### src/rtl/v3n_pkg.sv
`default_nettype none
package v3n_pkg;
  localparam int COMPONENT_BITS     = 16;
  localparam int UNIT_FRACTION_BITS = 14;
  localparam int UNIT_BITS          = UNIT_FRACTION_BITS + 2;
  localparam int SUM_BITS           = 2 * COMPONENT_BITS + 2;
  localparam int ROOT_BITS          = COMPONENT_BITS + 1;
  localparam int DIVIDEND_BITS      = COMPONENT_BITS + UNIT_FRACTION_BITS;
  localparam int QUOT_BITS          = UNIT_FRACTION_BITS + 1;

  typedef struct packed {
    logic signed [COMPONENT_BITS-1:0] x_in;
    logic signed [COMPONENT_BITS-1:0] y_in;
    logic signed [COMPONENT_BITS-1:0] z_in;
  } in_item_t;

  typedef struct packed {
    logic signed [UNIT_BITS-1:0]  x_unit;
    logic signed [UNIT_BITS-1:0]  y_unit;
    logic signed [UNIT_BITS-1:0]  z_unit;
    logic [COMPONENT_BITS-1:0]    magnitude;
    logic                         zero_length;
  } out_item_t;

  // What the front hands the back: magnitudes, signs and the root.
  typedef struct packed {
    logic [2:0][COMPONENT_BITS-1:0] mag;
    logic [2:0]                     neg;
    logic [ROOT_BITS-1:0]           root;
  } work_t;
endpackage
`default_nettype wire

### src/rtl/v3n_back.sv
`default_nettype none
// Back: three pipelined restoring dividers, one quotient bit per stage, then
// sign restore and output register.
module v3n_back (
  input  wire logic           clk,
  input  wire logic           rst,
  input  wire logic           in_valid,
  input  wire v3n_pkg::work_t work,
  output logic                done,
  output v3n_pkg::out_item_t  result
);
  localparam int CB = v3n_pkg::COMPONENT_BITS;
  localparam int RB = v3n_pkg::ROOT_BITS;
  localparam int QB = v3n_pkg::QUOT_BITS;
  localparam int DB = v3n_pkg::DIVIDEND_BITS;
  localparam int UB = v3n_pkg::UNIT_BITS;

  logic [QB:0]                d_valid;
  logic [QB:0][2:0][DB-1:0]   d_rem;
  logic [QB:0][2:0][QB-1:0]   d_quo;
  logic [QB:0][RB-1:0]        d_root;
  logic [QB:0][2:0]           d_neg;

  always_ff @(posedge clk) begin
    if (rst) d_valid[0] <= 1'b0;
    else d_valid[0] <= in_valid;
    for (int i = 0; i < 3; i++) begin
      d_rem[0][i] <= DB'(work.mag[i]) << v3n_pkg::UNIT_FRACTION_BITS;
      d_quo[0][i] <= '0;
    end
    d_root[0] <= work.root;
    d_neg[0]  <= work.neg;
  end

  // Quotient never exceeds 2**UNIT_FRACTION_BITS, so QB bits suffice.
  for (genvar k = 0; k < QB; k++) begin : g_div
    localparam int BIT = QB - 1 - k;
    always_ff @(posedge clk) begin
      if (rst) d_valid[k+1] <= 1'b0;
      else d_valid[k+1] <= d_valid[k];
      for (int i = 0; i < 3; i++) begin
        if ((d_rem[k][i] >> BIT) >= (DB)'(d_root[k])) begin
          d_rem[k+1][i] <= d_rem[k][i] - ((DB)'(d_root[k]) << BIT);
          d_quo[k+1][i] <= d_quo[k][i] | (QB'(1) << BIT);
        end else begin
          d_rem[k+1][i] <= d_rem[k][i];
          d_quo[k+1][i] <= d_quo[k][i];
        end
      end
      d_root[k+1] <= d_root[k];
      d_neg[k+1]  <= d_neg[k];
    end
  end

  logic [2:0][UB-1:0] unit;
  logic               is_zero;
  assign is_zero = (d_root[QB] == '0);
  always_comb begin
    for (int i = 0; i < 3; i++) begin
      unit[i] = is_zero ? '0 : (d_neg[QB][i] ? UB'(-UB'(d_quo[QB][i]))
                                             : UB'(d_quo[QB][i]));
    end
  end

  always_ff @(posedge clk) begin
    if (rst) done <= 1'b0;
    else done <= d_valid[QB];
    result.x_unit      <= unit[0];
    result.y_unit      <= unit[1];
    result.z_unit      <= unit[2];
    result.magnitude   <= CB'(d_root[QB]);
    result.zero_length <= is_zero;
  end

  zero_flag_implies_zero_units: assert property (@(posedge clk) disable iff (rst)
    done && result.zero_length |-> result.x_unit == '0 && result.y_unit == '0
      && result.z_unit == '0)
    else $error("zero-length beat carries nonzero components");
  zero_flag_matches_magnitude: assert property (@(posedge clk) disable iff (rst)
    done |-> result.zero_length == (result.magnitude == '0))
    else $error("zero flag disagrees with magnitude");
  divider_feeds_output: assert property (@(posedge clk) disable iff (rst)
    d_valid[QB] |=> done)
    else $error("divider beat lost at output");
endmodule
`default_nettype wire

### config.mk
export PLATFORM = sky130hd
export DESIGN_NAME = v3n_back
export DESIGN_NICKNAME = d
export VERILOG_FILES = /design/src/rtl/v3n_pkg.sv /design/src/rtl/v3n_back.sv
export SDC_FILE = /design/constraint.sdc
export NUM_CORES = 2
export LEC_CHECK = 0
export BUFFER_PORTS_ARGS = -buffer_cell sky130_fd_sc_hd__buf_2
export CAP_MARGIN = 20
export CORE_AREA = 2 2 537 539
export DETAILED_ROUTE_END_ITERATION = 8
export DIE_AREA = 0 0 539 541
export GPL_TIMING_DRIVEN = 0
export SYNTH_ARGS = -nofsm -noshare
export SYNTH_HDL_FRONTEND = slang
export SYNTH_SLANG_ARGS = --single-unit
### constraint.sdc
create_clock -name clk -period 3.9 [get_ports clk]
set_input_delay 0.195 -clock clk [delete_from_list [all_inputs] [get_ports clk]]
set_output_delay 0.195 -clock clk [all_outputs]
set_load 0.01 [all_outputs]
==> metrics <==
status complete, no violations; first-pass iteration count of the detailed router 5; DR iter-0 viols 4243; Post-Synth Simple-Gate Area 0.1420; fillers 29460; # port buffers 136; gr usage total 0.1494; Finish-stage setup viols 0; Clk Tree Root Cell clkbuf_16; warnings from Yosys 0; Layout Nets 10230; Rows 197; slew margin rel. 0.3606; clock share of power 0.220; placed insts 12800; number of vias per cell 4.740; period utilization 0.9922; Setup crit start d_root[222]$_DFF_P_; CP max FO 9; Netlist Area Pre-Place 82670 um2; fraction of layout cells with a size suffix above 1 0.07790; drt wl/cell 17.06 um; Peak supply drop 427.0 uV; Post-synth top cells dfxtp_1, ha_1, nor2_1; Post-Syn Nets 9755; Syn-to-layout area delta 15.98%; Sw Share 0.3780; first-pass GRT wire length 346000 um; Core ar. 286400 um2; post-route ant nets 0; Reg clk slew, reported paths 0.06 ns; full die area 291600 um2; Reg2Reg Launch Point d_root[222]$_DFF_P_; pwr dens 845.9 nW/um2; number of cells on the worst hold path 2; Yosys reg bits 1755; fin area 95880 um2; adder-cell area share of the yosys netlist 0.1255; Reg2Reg Setup Slack 0.03 ns; DIE HEIGHT 541 um; top-count cell post-synth dfxtp_1; ys flop type dfxtp_1; GP Congestion 0.9342; RR Endpoint d_rem[1340]$_DFF_P_; Total Power 81.11 mW; vias 62920; maximum number of pins on one net before global-route repair 17; hold path start work[65]; drt drc 0; Compound-Gate Fraction of Synth Area 0.1706; vias in the first global route 61180; fin util 0.3348; Worst Hold End d_rem[87]$_DFF_P_; Worst Max-Slew Pin Slew 0.9591 ns; type of the worst setup path reg2reg; RSZ-0062 raised after global routing true; Yosys cell types 92; Synth Area per Inst 9.310 um2; Seq/Total Area, Yosys 0.4250; Hold WC Path Type in2reg; drt total wl 226500 um; crit start category flop; EDFF count, synth 0; Cell Chain, Critical Path inv_1 > ha_1 > nand2b_1 > a21oi_1 > o41ai_1 > a211oi_1 > o211ai_1 > o21a_1 > clkbuf_1 > a2111oi_1 > nand2_1 > xnor2_1; Gate power share 0.428; H-tree depth 4; slowest cell delay on critical path 0.93 ns; cells on worst reg2reg path 12; critical path's slowest cell a2111oi_1; Slew Viols, Final 0; async set-reset flop share out of synthesis 0; max_cap viols 0; Num CTS Buffers 179; f_max 258.4 MHz; clock buffer depth 4; Required @ worst endpoint 4.57 ns; post-synth top area share 0.4250; post-route insts no fill 13270; Placed Instance Area 88130 um2; Die Wd 539 um; post-DP HPWL 180800 um; top post-synthesis cells by area dfxtp_1, ha_1, xnor2_1; Internal Pwr Total 50.45 mW; minimum clock period 3.870 ns; largest family of logic cells by synthesized area compound AO/OA/AOI/OAI gates; Final Hold Viols 0; clock skew 0.07781 ns; WP data arrival 4.54 ns; initial core utilization 0.2886; Clock Latency Late Sink 0.85 ns; clock sinks 1755; Synth Area in XOR/XNOR 0.08359; CTS tree yes; gr ovfl total 0; Post-Synthesis Cells 8880; Buf/Inv on CP 2; Top Ports 137; Top delay family on crit path compound AO/OA/AOI/OAI gates; proportion of synthesized area in mux cells 0.02399; post-synth top area cell dfxtp_1; Reg power frac 0.352; crit path capture type flop; initial antenna violation count 9; Leak 40.83 nW; switching power 30.66 mW
[placed cells by master (no fill, tap or decap), types with 115 or more instances in the layout]
master,instances
a21o_1,271
dfxtp_1,1750
nor2_1,702
o21a_1,116
xnor2_1,437
buf_2,144
nand2_1,668
mux2_2,169
clkbuf_16,183
xor2_1,352
a21oi_1,688
nor3_1,183
dlygate4sd3_1,138
nor2b_1,115
ha_1,762
inv_1,464
o21ai_0,572
nand3_1,144
clkbuf_1,155
nand2b_1,140
[power groups by stage]
stage | sequential, mW | clock (mW) | combinational (mW)
2_1_floorplan | 27.0 | 0 | 27.2
3_3_place_gp | 28.9 | 0 | 34.0
3_5_place_dp | 28.8 | 0 | 34.0
4_1_cts | 28.5 | 18.3 | 34.4
5_1_grt | 29.1 | 19.0 | 38.9
6_report | 28.6 | 17.9 | 34.7
[stage by stage]
stage | setup WS [ns] | TNS (ns) | hold WS, ns
2_1_floorplan | 0.4714 | 0 | 0.2227
3_3_place_gp | -1.066 | -38.80 | 0.2977
3_5_place_dp | -0.5467 | -8.590 | 0.2987
4_1_cts | 0.0001434 | 0 | 0.01386
5_1_grt | -0.2361 | -3.108 | 0.01510
6_report | 0.03036 | 0 | 0.03336
[state kept, by name, summed over array words and instances, names as in the netlist]
name and cells:
d_rem 993, d_quo 360, d_root 272, result 65, d_neg 48, d_valid 16
done 1
[final cells by class]
type / instances / area (um2) / area share
multi-input combinational: 6486 / 45230 / 0.4717
tap: 3781 / 4731 / 0.04934
inverter: 472 / 1784 / 0.01861
clock buffer: 236 / 5039 / 0.05255
buffer: 167 / 674.4 / 0.007034
sequential: 1755 / 35140 / 0.3665
timing repair buffer: 289 / 2172 / 0.02265
antenna: 7 / 17.52 / 0.0001827
clock inverter: 81 / 1095 / 0.01142
[metal layers]
| metal | part of all wire | wire, um | up-vias | global-route usage |
|---|---|---|---|---|
| met5 | 0 | 0 | - | 0 |
| met4 | 0.052 | 11850 | 0 | 0.07368 |
| met3 | 0.037 | 8427 | 461 | 0.01743 |
| met2 | 0.47 | 106100 | 1404 | 0.2589 |
| met1 | 0.44 | 100000 | 28750 | 0.1825 |
| li1 | - | - | 32310 | - |
[how the worst max path moves through the flow]
stage | endpoint | slack [ns] | cells after the start
after CTS | d_rem[911]$_DFF_P_ | 0.0001 | 13
after global routing | d_rem[1340]$_DFF_P_ | -0.24 | 12
final | d_rem[1340]$_DFF_P_ | 0.03 | 12
after floorplan | d_rem[855]$_DFF_P_ | 0.47 | 12
after detailed placement | d_rem[861]$_DFF_P_ | -0.55 | 12
after global placement | result[19]$_SDFF_PP0_ | -1.07 | 6
[logic make-up (layout without fill, tap and decap cells)]
logic type / count (synthesis) / count (layout)
and+or+nand+nor: 2450 / 2450
AOI/OAI and AO/OA: 2266 / 2266
xor gates and xnor gates: 789 / 789
DFF: 1755 / 1755
other: 0 / 7
buffers and inverters: 639 / 1245
muxes: 177 / 177
adders and majority gates: 804 / 804
[repair_timing]
item	4_1_cts	5_1_grt
hold buffers	138	0
setup buffers	1	8
pin swaps	0	1
setup endpoints to repair	59	240
resized for setup	13	53
hold endpoints to repair	85	0
(Power assumes the default switching activity.)
