$ cat config.mk
export PLATFORM = sky130hd
export DESIGN_NAME = v3n_front
export DESIGN_NICKNAME = d
export VERILOG_FILES = /design/src/rtl/v3n_pkg.sv /design/src/rtl/v3n_front.sv
export SDC_FILE = /design/constraint.sdc
export NUM_CORES = 2
export LEC_CHECK = 0
export BUFFER_PORTS_ARGS = -buffer_cell sky130_fd_sc_hd__buf_2
export CORE_UTILIZATION = 60
export CTS_BUF_LIST = sky130_fd_sc_hd__clkbuf_4 sky130_fd_sc_hd__clkbuf_8 sky130_fd_sc_hd__clkbuf_16
export CTS_CLUSTER_DIAMETER = 30
export DETAILED_ROUTE_END_ITERATION = 10
export PLACE_DENSITY = 0.79
export SLEW_MARGIN = 0
export SYNTH_ARGS = -nofsm -noshare
export SYNTH_HDL_FRONTEND = slang
export SYNTH_SLANG_ARGS = --single-unit
$ cat constraint.sdc
create_clock -name clk -period 17.6 [get_ports clk]
set_input_delay 1.76 -clock clk [delete_from_list [all_inputs] [get_ports clk]]
set_output_delay 1.76 -clock clk [all_outputs]
set_load 0.02 [all_outputs]
$ cat src/rtl/v3n_pkg.sv
`default_nettype none
package v3n_pkg;
  localparam int COMPONENT_BITS     = 16;
  localparam int UNIT_FRACTION_BITS = 14;
  localparam int UNIT_BITS          = UNIT_FRACTION_BITS + 2;
  localparam int SUM_BITS           = 2 * COMPONENT_BITS + 2;
  localparam int ROOT_BITS          = COMPONENT_BITS + 1;
  localparam int DIVIDEND_BITS      = COMPONENT_BITS + UNIT_FRACTION_BITS;
  localparam int QUOT_BITS          = UNIT_FRACTION_BITS + 1;

  typedef struct packed {
    logic signed [COMPONENT_BITS-1:0] x_in;
    logic signed [COMPONENT_BITS-1:0] y_in;
    logic signed [COMPONENT_BITS-1:0] z_in;
  } in_item_t;

  typedef struct packed {
    logic signed [UNIT_BITS-1:0]  x_unit;
    logic signed [UNIT_BITS-1:0]  y_unit;
    logic signed [UNIT_BITS-1:0]  z_unit;
    logic [COMPONENT_BITS-1:0]    magnitude;
    logic                         zero_length;
  } out_item_t;

  // What the front hands the back: magnitudes, signs and the root.
  typedef struct packed {
    logic [2:0][COMPONENT_BITS-1:0] mag;
    logic [2:0]                     neg;
    logic [ROOT_BITS-1:0]           root;
  } work_t;
endpackage
`default_nettype wire

$ cat src/rtl/v3n_front.sv
`default_nettype none
// Front: absolute values, sum of squares, then a pipelined restoring square
// root that resolves one root bit per stage.
module v3n_front (
  input  wire logic             clk,
  input  wire logic             rst,
  input  wire logic             in_valid,
  input  wire v3n_pkg::in_item_t item,
  output logic                  out_valid,
  output v3n_pkg::work_t        work
);
  localparam int CB = v3n_pkg::COMPONENT_BITS;
  localparam int SB = v3n_pkg::SUM_BITS;
  localparam int RB = v3n_pkg::ROOT_BITS;
  localparam int NS = RB;

  logic [2:0][CB-1:0] a_mag;
  logic [2:0]         a_neg;
  logic               a_valid;
  logic [2:0][2*CB-1:0] b_sq;
  logic [2:0][CB-1:0] b_mag;
  logic [2:0]         b_neg;
  logic               b_valid;

  logic [NS:0]           s_valid;
  logic [NS:0][SB-1:0]   s_rem;
  logic [NS:0][RB-1:0]   s_root;
  logic [NS:0][2:0][CB-1:0] s_mag;
  logic [NS:0][2:0]      s_neg;

  always_ff @(posedge clk) begin
    if (rst) begin
      a_valid <= 1'b0;
      b_valid <= 1'b0;
      s_valid[0] <= 1'b0;
    end else begin
      a_valid <= in_valid;
      b_valid <= a_valid;
      s_valid[0] <= b_valid;
    end
    a_neg <= {item.z_in[CB-1], item.y_in[CB-1], item.x_in[CB-1]};
    a_mag[0] <= item.x_in[CB-1] ? CB'(-item.x_in) : CB'(item.x_in);
    a_mag[1] <= item.y_in[CB-1] ? CB'(-item.y_in) : CB'(item.y_in);
    a_mag[2] <= item.z_in[CB-1] ? CB'(-item.z_in) : CB'(item.z_in);
    for (int i = 0; i < 3; i++) b_sq[i] <= (2*CB)'(a_mag[i]) * (2*CB)'(a_mag[i]);
    b_mag <= a_mag;
    b_neg <= a_neg;
    s_rem[0]  <= SB'(b_sq[0]) + SB'(b_sq[1]) + SB'(b_sq[2]);
    s_root[0] <= '0;
    s_mag[0]  <= b_mag;
    s_neg[0]  <= b_neg;
  end

  for (genvar k = 0; k < NS; k++) begin : g_sqrt
    localparam int BIT = NS - 1 - k;
    logic [SB+1:0] trial;
    logic [SB+1:0] rem_w;
    assign rem_w = (SB + 2)'(s_rem[k]);
    assign trial = ((SB + 2)'(s_root[k]) << (BIT + 1)) + ((SB + 2)'(1) << (2 * BIT));
    always_ff @(posedge clk) begin
      if (rst) s_valid[k+1] <= 1'b0;
      else s_valid[k+1] <= s_valid[k];
      if (rem_w >= trial) begin
        s_rem[k+1]  <= SB'(rem_w - trial);
        s_root[k+1] <= s_root[k] | (RB'(1) << BIT);
      end else begin
        s_rem[k+1]  <= s_rem[k];
        s_root[k+1] <= s_root[k];
      end
      s_mag[k+1] <= s_mag[k];
      s_neg[k+1] <= s_neg[k];
    end
  end

  assign out_valid = s_valid[NS];
  assign work.mag  = s_mag[NS];
  assign work.neg  = s_neg[NS];
  assign work.root = s_root[NS];
endmodule
`default_nettype wire

==> flow_metrics.env <==
export IMPL_row_count=128
export IMPL_cpPeakStageDelay_ns=0.90
export IMPL_synth_seq_cells=1861
export IMPL_final_common_cell="dfxtp_1"
export IMPL_fin_tns_setup_ns=0
export IMPL_h_tree_depth=5
export IMPL_num_fill_cells=8199
export IMPL_core_area_mm2=0.1225
export IMPL_status="finished, final reports clean"
export IMPL_die_h_um=354.5
export IMPL_hold_path_class="flop to flop"
export IMPL_overflow=0
export IMPL_path_cells="nand2_1 > fa_1 > inv_1 > fa_1 > ha_1 > inv_1 > fa_1 > fa_1 > inv_1 > fa_1 > ha_1 > o41ai_1 > o21ai_0 > a221oi_1 > o31ai_1 > a2111oi_0 > nor3_1"
export IMPL_synth_top_area_share_pct=49.98
export IMPL_timing_final_crit_share_pct=40.57
export IMPL_finalInstanceArea_mm2=0.08695
export IMPL_drv_slew=0
export IMPL_port_buffers=119
export IMPL_finalCriticalPeriod_ns=7.140
export IMPL_synth_area_mm2=0.07453
export IMPL_track_usage_pct=24.75
export IMPL_clock_sinks=1861
export IMPL_grt_pass1_vias=50160
export IMPL_arrival_ns=7.86
export IMPL_hold_viol=0
export IMPL_path_common_cell="fa_1"
export IMPL_first_pass_iters=6
export IMPL_drcViolationCount=0
export IMPL_ys_seq_area_share_pct=49.98
export IMPL_worst_ep_required_time_ns=18.32
export IMPL_num_antenna_cells=0
export IMPL_start_util_pct=60.84
export IMPL_yosys_most_used_dff="dfxtp_1"
export IMPL_timing_fmax_ghz=0.1401
export IMPL_clockBufferDepth=4
export IMPL_synthesis_instances=6670
export IMPL_path_max_fanout=19
export IMPL_cts_hold_buf=0
export IMPL_cts_buffers=306
export IMPL_drive_above_1_share_pct=10.26
export IMPL_netlist_cell_type_count=88
export IMPL_drtIter0Drc=2700
export IMPL_ant_nets=0
export IMPL_worst_slew_pin_slew_ns=1.181
export IMPL_cp_start_kind="flop"
export IMPL_dpl_cell_area_mm2=0.07638
export IMPL_setup_viol=0
export IMPL_synth_edf_count=0
export IMPL_rsz0062_at_grt="false"
export IMPL_slowest_stage="dfxtp_1"
export IMPL_area_delta_synth_final_pct=16.65
export IMPL_syn_avg_cell_area_um2=11.17
export IMPL_synthTopCellsByArea="dfxtp_1 (50%), fa_1 (14%), ha_1 (8.4%), inv_1 (4.9%), xnor2_1 (2.7%)"
export IMPL_post_cts_buffers=0
export IMPL_maxCapViolCount=0
export IMPL_slew_headroom_pct=20.55
export IMPL_layout_common_cells="dfxtp_1 (1861), inv_1 (978), fa_1 (519)"
export IMPL_crit_type="flop to flop"
export IMPL_vias=46382
export IMPL_antenna_found_initial=1
export IMPL_wl_per_cell_um=17.27
export IMPL_wl_um=151900
export IMPL_setup_worst_path_end_class="flop"
export IMPL_clk_latency_ns=0.90
export IMPL_yosysTopAreaCell="dfxtp_1"
export IMPL_place_gp_congestion=0.9345
export IMPL_boundaryPins=120
export IMPL_async_flop_share_pct=0
export IMPL_yosys_warnings=0
export IMPL_grt_max_degree=44
export IMPL_die_area_mm2=0.1256
export IMPL_dp_hpwl_um=105800
export IMPL_routed_via_density=5.274
export IMPL_cts_root_buf="clkbuf_16"
export IMPL_cts_repair_resized=0
export IMPL_skew_ns=0.08468
export IMPL_grt_pass1_wl_um=249500
export IMPL_path_clk_slew_ns=0.06
export IMPL_nets=8012
export IMPL_stdcell_count=8795
export IMPL_finalHoldWorstSlack_ns=0.2542
export IMPL_die_x_um=354.5
export IMPL_cts_tree="done"
export IMPL_dp_cells=8259
-- flip-flops by register name, summed over array words and instances (netlist names) --
name          flops
s_valid          17
b_valid           1
out_valid         1
b_sq             90
a_valid           1
b_neg             3
s_neg            51
s_mag           816
a_neg             3
a_mag            48
g_sqrt.rem_w    578
s_root          136
b_mag            48
work             68
-- per-layer routing --
layer / global-route usage (%) / vias up / part of all wire [%]
met1: 26.19 / 22488 / 37
li1: - / 22163 / -
met2: 46.37 / 1267 / 54
met4: 13.96 / 0 / 5.2
met5: 0 / - / 0
met3: 3.954 / 464 / 4.0
-- critical path: cells and delay by family (launching register included) --
family / cells / cell delay [ns]
buffers and inverters: 3 / 0.19
adders and majority gates: 7 / 3.02
and+or+nand+nor: 2 / 0.29
AOI/OAI and AO/OA: 5 / 2.53
DFF: 1 / 0.90
-- worst paths after layout --
path	startpoint	end	slack, ns	depth (start not counted)
worst max register to register	a_mag[4]$_DFF_P_	b_sq[31]$_DFF_P_	10.46	17
worst min register to register	b_mag[18]$_DFF_P_	s_mag[18]$_DFF_P_	0.25	0
worst max-delay path	a_mag[4]$_DFF_P_	b_sq[31]$_DFF_P_	10.46	17
worst min-delay path	b_mag[18]$_DFF_P_	s_mag[18]$_DFF_P_	0.25	0
-- cell usage after synthesis (all sizes together) (36+ instances only) --
| cell type | instances |
|---|---|
| nor2 | 237 |
| nor3 | 104 |
| inv | 980 |
| fa | 519 |
| nand3 | 73 |
| o21a | 50 |
| nand2 | 463 |
| buf | 65 |
| xor2 | 143 |
| dfxtp | 1861 |
| ha | 500 |
| nand4 | 36 |
| nor4 | 88 |
| xnor2 | 227 |
| o21ai | 220 |
| a21o | 89 |
| nor2b | 69 |
| a21oi | 188 |
| and2 | 135 |
| nand2b | 43 |
| o31ai | 48 |
| clkbuf | 100 |
-- final cells by class --
| class | count | area, µm² | area share, % |
|---|---|---|---|
| sequential | 1861 | 37260 | 42.85 |
| multi-input combinational | 3666 | 32750 | 37.67 |
| clock buffer | 357 | 8287 | 9.531 |
| inverter | 980 | 3679 | 4.231 |
| clock inverter | 179 | 2282 | 2.625 |
| tap | 1625 | 2033 | 2.338 |
| timing repair buffer | 127 | 655.6 | 0.7541 |
-- logic make-up after synthesis --
| family | share of synthesized area (%) |
|---|---|
| flip-flops | 49.98 |
| AND/OR/NAND/NOR | 9.631 |
| buffers and inverters | 6.087 |
| adder cells (fa/ha/maj) | 22.33 |
| AO/OA/AOI/OAI | 7.098 |
| XOR/XNOR | 4.348 |
| multiplexers | 0.5137 |
| other | 0.005031 |
-- stage by stage --
step	utilization [%]	setup slack, ns
3_5_place_dp	62.34	10.74
3_3_place_gp	62.34	10.92
5_1_grt	70.97	9.996
2_1_floorplan	-	11.36
6_report	70.97	10.46
4_1_cts	70.97	10.57
Power is left out: the tool's default activity adds up to more than one toggle a clock period on the data nets, which glitch-free logic cannot reach.
