`config.mk`:
```
export PLATFORM = sky130hd
export DESIGN_NAME = v3n_queue
export DESIGN_NICKNAME = d
export VERILOG_FILES = /design/src/rtl/v3n_pkg.sv /design/src/rtl/v3n_queue.sv
export SDC_FILE = /design/constraint.sdc
export NUM_CORES = 1
export LEC_CHECK = 0
export CORE_MARGIN = 2
export CORE_UTILIZATION = 53
export DETAILED_ROUTE_END_ITERATION = 8
export DONT_BUFFER_PORTS = 1
export PLACE_DENSITY = 0.76
export SLEW_MARGIN = 10
export SYNTH_ARGS = -nofsm -noshare
export SYNTH_HDL_FRONTEND = slang
export SYNTH_SLANG_ARGS = --single-unit
```
`constraint.sdc`:
```
create_clock -name clk -period 0.8 [get_ports clk]
set_clock_uncertainty 0.15 [all_clocks]
set_input_delay 0.12 -clock clk [delete_from_list [all_inputs] [get_ports clk]]
set_output_delay 0.12 -clock clk [all_outputs]
set_load 0.02 [all_outputs]
```
`src/rtl/v3n_pkg.sv`:
```
`default_nettype none
package v3n_pkg;
  localparam int COMPONENT_BITS     = 16;
  localparam int UNIT_FRACTION_BITS = 14;
  localparam int UNIT_BITS          = UNIT_FRACTION_BITS + 2;
  localparam int SUM_BITS           = 2 * COMPONENT_BITS + 2;
  localparam int ROOT_BITS          = COMPONENT_BITS + 1;
  localparam int DIVIDEND_BITS      = COMPONENT_BITS + UNIT_FRACTION_BITS;
  localparam int QUOT_BITS          = UNIT_FRACTION_BITS + 1;

  typedef struct packed {
    logic signed [COMPONENT_BITS-1:0] x_in;
    logic signed [COMPONENT_BITS-1:0] y_in;
    logic signed [COMPONENT_BITS-1:0] z_in;
  } in_item_t;

  typedef struct packed {
    logic signed [UNIT_BITS-1:0]  x_unit;
    logic signed [UNIT_BITS-1:0]  y_unit;
    logic signed [UNIT_BITS-1:0]  z_unit;
    logic [COMPONENT_BITS-1:0]    magnitude;
    logic                         zero_length;
  } out_item_t;

  // What the front hands the back: magnitudes, signs and the root.
  typedef struct packed {
    logic [2:0][COMPONENT_BITS-1:0] mag;
    logic [2:0]                     neg;
    logic [ROOT_BITS-1:0]           root;
  } work_t;
endpackage
`default_nettype wire

```
`src/rtl/v3n_queue.sv`:
```
`default_nettype none
// Short register queue between the square-root front and the divider back.
module v3n_queue (
  input  wire logic           clk,
  input  wire logic           rst,
  input  wire logic           push,
  input  wire v3n_pkg::work_t push_data,
  output logic                pop_valid,
  output v3n_pkg::work_t      pop_data
);
  always_ff @(posedge clk) begin
    if (rst) pop_valid <= 1'b0;
    else pop_valid <= push;
    pop_data <= push_data;
  end
endmodule
`default_nettype wire

```
==> flow_summary.yaml, run 1 <==
outcome:
  status: "stopped before the end"
  stop_stage: "clock tree synthesis"
  toolErrorMsg: "[ERROR DPL-0038] Utilization greater than 100%, impossible to legalize"
yosys:
  syn_inst: 70
  netlist_area_um2: 1395
  syn-num-nets: 141
  yosysSeqAreaShare_pct: 99.01
  synth-seq-cells: 69
  netlist_top_cells_area: "dfxtp_1 (99%), nor2b_4 (0.99%)"
  synth_warnings: 0
  avgSynthCellArea_um2: 19.93
  yosys.area.top_type: "dfxtp_1"
  ys_types: 2
  synth_top_area_share_pct: 99.01
floorplan:
  fp-row-count: 18
  pin_count: 140
  die_y_um: 55.31
  dieWidth_um: 55.31
  start_util_pct: 56.31
clocking:
  cts_resized: 138
  cts_buffers: 9
  cts_buffer_depth: 2
  ctsHoldBuffers: 70
  cts-root-buf: "clkbuf_4"
  cts_setup_buffers: 0
  cts.sinks: 69
  htreeDepth: 3
placement:
  dp_cells: 100
  gp_congestion: 0.6348
  port_buffers: 0
-- cells by family after synthesis --
family and synth area share, %:
flip-flops 99.01, AND/OR/NAND/NOR 0.9863
-- Yosys cell counts (all sizes together) --
master   n
dfxtp   69
nor2b    1
-- metrics by stage --
| step | worst slack [ps] | instance area (um^2) | hold WS [ps] |
|---|---|---|---|
| floorplan | 134.9 | 1395 | -2.283 |
| global placement | 111.3 | 1433 | -2.241 |
| detailed placement | 101.9 | 1433 | -2.248 |
==> inputs of run 2 (changes only) <==
CORE_UTILIZATION = 38   (was 53)
PLACE_DENSITY = default   (was 0.76)
PLACE_DENSITY_LB_ADDON = 0.15   (was default)
==> run 2 against run 1 <==
- the flow now finishes, with violations (setup timing)
- area after synthesis is the same
- synthesized cell count is the same
==> flow_summary.yaml, run 2 <==
cells_and_area:
  fin_nets: 222
  finish.utilization_pct: 72.97
  seq_area_um2: 1640
  area_growth_pct: 88.61
  top_register: "pop_data"
  reg_top3: "pop_data x68, pop_valid x1"
  nFillCells: 232
  largest_register_ffs: 68
  drive_above_1_share_pct: 54.19
  postLayoutCellArea_um2: 2631
  final_cell_mix: "dlygate4sd3_1 (70), dfxtp_4 (69), clkbuf_8 (10)"
  multi_input_area_um2: 13.76
  final_common_cell: "dlygate4sd3_1"
grt:
  grt_max_degree: 12
  grt.overflow.total: 0
  grt_pass1_vias: 900
  antenna_found_initial: 0
  track_usage_pct: 17.02
  grt_pass1_wl_um: 4747
timing:
  layout_setup_ws_ps: -183.5
  finalCritPeriodShare_pct: 122.9
  tightest_slew_ps: 108.7
  timing_hold_violations_final: 0
  whs_ps: 182.8
  rsz0062_at_grt: "true"
  fmaxAchievable_mhz: 1017
  slew_violations: 0
  post-route-min-period_ps: 983.5
  setup_violations: 69
  relSlewSlack_pct: 92.73
floorplan:
  coreArea_um2: 3606
  start_util_pct: 38.69
  die_y_um: 64.59
  dieWidth_um: 64.59
  dieArea_um2: 4172
  pin_count: 140
  fp-row-count: 22
yosys:
  yosys.area.top_type: "dfxtp_1"
  synth_top_area_share_pct: 99.01
  synth-async-reset-ratio_pct: 0
  synthFlopType: "dfxtp_1"
  avgSynthCellArea_um2: 19.93
  netlist_area_um2: 1395
  synth-seq-cells: 69
  syn-num-nets: 141
  syn_inst: 70
  ys_types: 2
  yosysSeqAreaShare_pct: 99.01
  synth_edf_count: 0
  netlist_top_cells_area: "dfxtp_1 (99%), nor2b_4 (0.99%)"
  synth_warnings: 0
  synth_common_cells: "dfxtp_1 (69), nor2b_4 (1)"
  yosysMostFrequentCell: "dfxtp_1"
drt:
  drt_iter0_drc: 40
  routed_wl_um: 3512
  vias: 843
  drc_errors: 0
  first_pass_iters: 2
  vias_per_cell: 4.132
  drtAntennaViolNets: 0
  wl_per_cell_um: 17.22
clocking:
  cts.sinks: 69
  cts_buffers: 9
  cts_buffer_depth: 2
  cts_setup_buffers: 0
  cts_tree: "yes"
  clkTransAtPathRegs_ps: 70
  cts-root-buf: "clkbuf_8"
  htreeDepth: 3
worst_setup_path:
  cp-endpoint: "pop_data[31]"
  path_max_fanout: 1
  critPathLaunch: "pop_data[31]"
  required_ps: 530
  crit_type: "flip-flop to primary output"
  end_kind: "primary output"
  arrival_ps: 710
  cp.depth: 0
  cp-start-kind: "flip-flop"
placement:
  gp_congestion: 0.6400
  place_area_um2: 1455
  preCtsSetupSlack_ps: 102.0
  port_buffers: 0
power:
  power_density_nw_per_um2: 2708
  power.total_w: 0.007126
  leakagePower_nw: 1.011
  max-vdd-ir-drop_v: 0.001517
run:
  maxCapViolCount: 0
outcome:
  violations: "setup timing"
  status: "complete, but fails checks"
worst_hold_path:
  hold_path.class: "input port to flip-flop"
[run 2: through the flow]
| step | setup TNS, ps | instances |
|---|---|---|
| detailed placement | 0 | 118 |
| global placement | 0 | 118 |
| finish | -11810 | 204 |
| global route | -14250 | 203 |
| CTS | -12720 | 203 |
| floorplan | 0 | 70 |
[run 2: worst min path at each step]
stage / startpoint / endpoint / slack [ps] / cells after the start
6_report: push_data[67] / pop_data[67] / 180 / 1
5_1_grt: push_data[67] / pop_data[67] / 160 / 1
4_1_cts: push_data[1] / pop_data[1] / 170 / 1
3_5_place_dp: push_data[35] / pop_data[35] / -2 / 0
3_3_place_gp: push_data[35] / pop_data[35] / -2 / 0
2_1_floorplan: push_data[0] / pop_data[0] / -2 / 0
[run 2: area by class of cell]
class,count,share of cell area (%)
clock inverters,4,2.758
flip-flops and latches,69,62.34
repair buffers,70,26.63
well taps,48,2.282
diodes,1,0.09510
clock buffers,11,5.373
multi-input cells,1,0.5231
[run 2: power by group]
group / switching [W] / internal (W)
sequential: 0.000313 / 0.00353
clock: 0.00118 / 0.00182
combinational: 0.0000517 / 0.000230
total: 0.00154 / 0.00558
[run 2: cells by family (layout without fill, tap and decap cells)]
| group | count (synthesis) | after routing | share of synthesized area, % |
|---|---|---|---|
| DFF | 69 | 69 | 99.01 |
| and+or+nand+nor | 1 | 1 | 0.9863 |
| buffers and inverters | 0 | 85 | 0 |
| other | 0 | 1 | 0 |
[run 2: per-layer routing]
layer	part of all wire, %	global-route usage (%)
met1	31	13.51
met2	56	31.38
met3	9.6	9.201
met4	3.3	11.17
met5	0	0
[run 2: repair_timing]
item                       4_1_cts  5_1_grt
hold buffers                    70        0
resized for setup              138        0
gates cloned                     0        0
setup endpoints to repair       69       69
hold endpoints to repair        69        0
(Power assumes the default switching activity.)
==> inputs of run 3 (changes only) <==
GPL_TIMING_DRIVEN = 0   (was default)
==> run 3 against run 2 <==
- the run still ends with setup timing left
- via count increased by 1.3%
- power increased by 3.8%
- critical path depth unchanged
- sequential power about the same
- global-route usage decreased by 0.22 points
- sequential share of layout area decreased by 0.50 points
- die area unchanged
- core utilization increased by 0.59 points
- final cell count unchanged
- first-iteration DRC count increased by 100%
- critical endpoint is now pop_data[21]
- largest power group unchanged
==> flow_summary.yaml, run 3 (synthesis gave the netlist of run 2 again) <==
outcome:
  status: "complete, but fails checks"
  violations: "setup timing"
clocking:
  cts_buffer_depth: 2
  cts-root-buf: "clkbuf_8"
  cts.sinks: 69
  cts_tree: "yes"
  clkTransAtPathRegs_ps: 80
  htreeDepth: 3
  cts_buffers: 9
placement:
  preCtsSetupSlack_ps: 89.55
  port_buffers: 0
  dp_cells: 118
  gp_congestion: 0.6464
cells_and_area:
  seq_area_um2: 1640
  final_common_cell: "dlygate4sd3_1"
  drive_above_1_share_pct: 55.13
  area_growth_pct: 90.13
  fin_nets: 222
  largest_register_ffs: 68
  top_register: "pop_data"
  multi_input_area_um2: 13.76
  diodes: 0
  final_cell_mix: "dlygate4sd3_1 (70), dfxtp_4 (69), clkbuf_8 (9)"
  finalNonFillerCells: 204
  reg_top3: "pop_data x68, pop_valid x1"
  nFillCells: 215
grt:
  use_met1_pct: 13.75
  grt_pass1_wl_um: 4788
  antenna_found_initial: 0
  grt_max_degree: 13
  grt.met2_usage_pct: 30.86
  track_usage_pct: 16.80
  grt.overflow.total: 0
  top_usage_layer: "met2"
  grt_use_met3_pct: 6.944
  grt_pass1_vias: 895
drt:
  wl_per_cell_um: 17.22
  drt_iter0_drc: 80
  drtAntennaViolNets: 0
  drc_errors: 0
  vias: 854
  vias_per_cell: 4.186
  first_pass_iters: 3
  routed_wl_um: 3512
floorplan:
  start_util_pct: 38.69
  dieWidth_um: 64.59
  pin_count: 140
  dieArea_um2: 4172
  die_y_um: 64.59
  fp-row-count: 22
  coreArea_um2: 3606
worst_hold_path:
  holdPathStages: 1
  hold_path.class: "input port to flip-flop"
  hold_path_end: "pop_data[32]"
  hp-start: "push_data[32]"
timing:
  relSlewSlack_pct: 92.72
  finalCritPeriodShare_pct: 123.4
  fmaxAchievable_mhz: 1013
  slew_violations: 0
  timing_hold_violations_final: 0
  setup_violations: 69
  tightest_slew_ps: 108.9
  rsz0062_at_grt: "true"
  layout_setup_ws_ps: -187.5
  post-route-min-period_ps: 987.5
worst_setup_path:
  required_ps: 530
  cp-start-kind: "flip-flop"
  arrival_ps: 720
  crit_type: "flip-flop to primary output"
  end_kind: "primary output"
  path_max_fanout: 1
power:
  max-vdd-ir-drop_v: 0.001589
  power_density_nw_per_um2: 2788
  leakagePower_nw: 1.029
  power.total_w: 0.007396
run:
  maxCapViolCount: 0
==> run 3: worst max path at each step <==
stage | from | end | slack [ps] | cells after the start
2_1_floorplan | pop_data[0] | pop_data[0] | 130 | 0
3_3_place_gp | pop_data[12] | pop_data[12] | 90 | 0
3_5_place_dp | pop_data[12] | pop_data[12] | 90 | 0
4_1_cts | pop_data[12] | pop_data[12] | -210 | 0
5_1_grt | pop_data[12] | pop_data[12] | -210 | 0
6_report | pop_data[21] | pop_data[21] | -190 | 0
==> run 3: final cells by class <==
class	count	share of cell area, %
Clock buffer	9	4.670
Clock inverter	7	4.292
Multi-Input combinational cell	1	0.5189
Sequential cell	69	61.84
Tap cell	48	2.264
Timing Repair Buffer	70	26.42
==> run 3: through the flow <==
| stage | TNS (ps) | util (%) | hold WS (ps) | instance area (um^2) |
|---|---|---|---|---|
| 2_1_floorplan | 0 | - | -2.283 | 1395 |
| 3_3_place_gp | 0 | 40.35 | -2.240 | 1455 |
| 3_5_place_dp | 0 | 40.35 | -2.252 | 1455 |
| 4_1_cts | -13360 | 73.56 | 163.3 | 2653 |
| 5_1_grt | -13530 | 73.56 | 169.6 | 2653 |
| 6_report | -11810 | 73.56 | 182.5 | 2653 |
==> run 3: report_power, final <==
group	total (W)	leakage, nW	switching (W)	internal, W
registers	0.00384	0.606	0.000312	0.00353
clock network	0.00327	0.123	0.00121	0.00206
logic	0.000280	0.300	0.0000496	0.000230
total	0.00740	1.03	0.00157	0.00582
==> run 3: timing repair <==
item | CTS | global route
setup endpoints to repair | 69 | 69
hold buffers | 70 | 0
gates resized for setup | 138 | 0
buffers inserted | 0 | 0
hold endpoints to repair | 69 | 0
==> run 3: routing by layer <==
layer  routed length, um  part of all wire [%]
met5                   0                     0
met4                 165                   4.7
met3                 322                   9.2
met2                1962                    56
met1                1062                    30
==> inputs of run 4 (changes only) <==
CORE_AREA = 2 2 63 65   (was default)
CORE_MARGIN = default   (was 2)
CORE_UTILIZATION = default   (was 38)
DIE_AREA = 0 0 65 67   (was default)
==> run 4 against run 3 <==
- the run still ends with setup timing left
- cell area barely moved
- clock-buffer cell count rose by 3
- global-route usage rose by 0.11 points
- sequential share of layout area fell by 0.058 points
- fmax rose by 0.62%
- worst setup slack improved by 6.1 ps
- worst hold slack improved by 4.2 ps
==> flow_summary.yaml, run 4 (synthesis gave the netlist of run 2 again) <==
clocking:
  cts_buffers: 9
  cts_tree: "yes"
  cts_buffer_depth: 2
  clkTransAtPathRegs_ps: 70
  htreeDepth: 3
  cts.sinks: 69
  cts-root-buf: "clkbuf_8"
power:
  power_density_nw_per_um2: 2808
  leakagePower_nw: 1.026
  max-vdd-ir-drop_v: 0.001259
drt:
  first_pass_iters: 4
  vias: 838
  drc_errors: 0
  routed_wl_um: 3626
  vias_per_cell: 4.108
  drt_iter0_drc: 30
  drtAntennaViolNets: 0
  wl_per_cell_um: 17.77
timing:
  relSlewSlack_pct: 92.72
  fmaxAchievable_mhz: 1019
  rsz0062_at_grt: "true"
  setup_violations: 69
  slew_violations: 0
  finalCritPeriodShare_pct: 122.7
  tightest_slew_ps: 108.9
  whs_ps: 186.7
  timing_hold_violations_final: 0
  post-route-min-period_ps: 981.4
  layout_setup_ws_ps: -181.4
worst_hold_path:
  holdPathStages: 1
  hold_path.class: "input port to flip-flop"
placement:
  port_buffers: 0
  preCtsSetupSlack_ps: 100.0
  gp_congestion: 0.6419
  dp_cells: 118
  place_area_um2: 1455
floorplan:
  fp-row-count: 22
  dieWidth_um: 65
  coreArea_um2: 3606
  dieArea_um2: 4355
  start_util_pct: 38.69
  die_y_um: 67
  pin_count: 140
cells_and_area:
  final_common_cell: "dlygate4sd3_1"
  drive_above_1_share_pct: 53.85
  largest_register_ffs: 68
  fin_nets: 222
  postLayoutCellArea_um2: 2655
  reg_top3: "pop_data x68, pop_valid x1"
  final_cell_mix: "dlygate4sd3_1 (70), dfxtp_4 (69), clkbuf_8 (10)"
  diodes: 0
  finish.utilization_pct: 73.63
  nFillCells: 229
  top_register: "pop_data"
  area_growth_pct: 90.31
  finalNonFillerCells: 204
worst_setup_path:
  cp.depth: 0
  required_ps: 530
  crit_type: "flip-flop to primary output"
  cp-start-kind: "flip-flop"
  arrival_ps: 710
  end_kind: "primary output"
  path_max_fanout: 1
grt:
  grt.overflow.total: 0
  grt_max_degree: 12
  track_usage_pct: 16.91
  grt_pass1_vias: 895
  grt_pass1_wl_um: 4933
  antenna_found_initial: 0
run:
  maxCapViolCount: 0
outcome:
  violations: "setup timing"
  status: "complete, but fails checks"
==> run 4: path summary, 6_finish.rpt <==
path    startpoint           to  slack (ps)
max    pop_data[1]  pop_data[1]        -180
min   push_data[1]  pop_data[1]         190
==> run 4: layout make-up <==
class                           count  area [um^2]  share of cell area (%)
Timing Repair Buffer               70        700.7                   26.39
Sequential cell                    69         1640                   61.78
Clock inverter                      4        95.09                   3.582
Tap cell                           48        60.06                   2.262
Clock buffer                       12        145.1                   5.467
Multi-Input combinational cell      1        13.76                  0.5184
==> run 4: power by group <==
part	internal, W	leakage (nW)	switching (W)
combinational	0.000230	0.300	0.0000516
sequential	0.00353	0.606	0.000312
clock	0.00215	0.121	0.00117
total	0.00592	1.03	0.00154
==> run 4: per-layer routing <==
metal | GRT usage (%) | wire [um]
met3 | 6.757 | 293
met5 | 0 | 0
met1 | 14.01 | 1087
met4 | 12.23 | 84
met2 | 31.96 | 2160
==> run 4: repair_timing <==
action / 4_1_cts / 5_1_grt
hold buffers: 70 / 0
hold endpoints to repair: 69 / 0
setup endpoints to repair: 69 / 69
gates cloned: 0 / 0
gates resized for setup: 138 / 0
setup buffers: 0 / 0
==> run 4: per-stage QoR <==
step | total power (W) | setup TNS, ps
after CTS | 0.007466 | -12700
after global placement | 0.004018 | 0
after floorplan | 0.003989 | 0
final | 0.007456 | -11650
after global routing | 0.007749 | -13640
after detailed placement | 0.004017 | 0
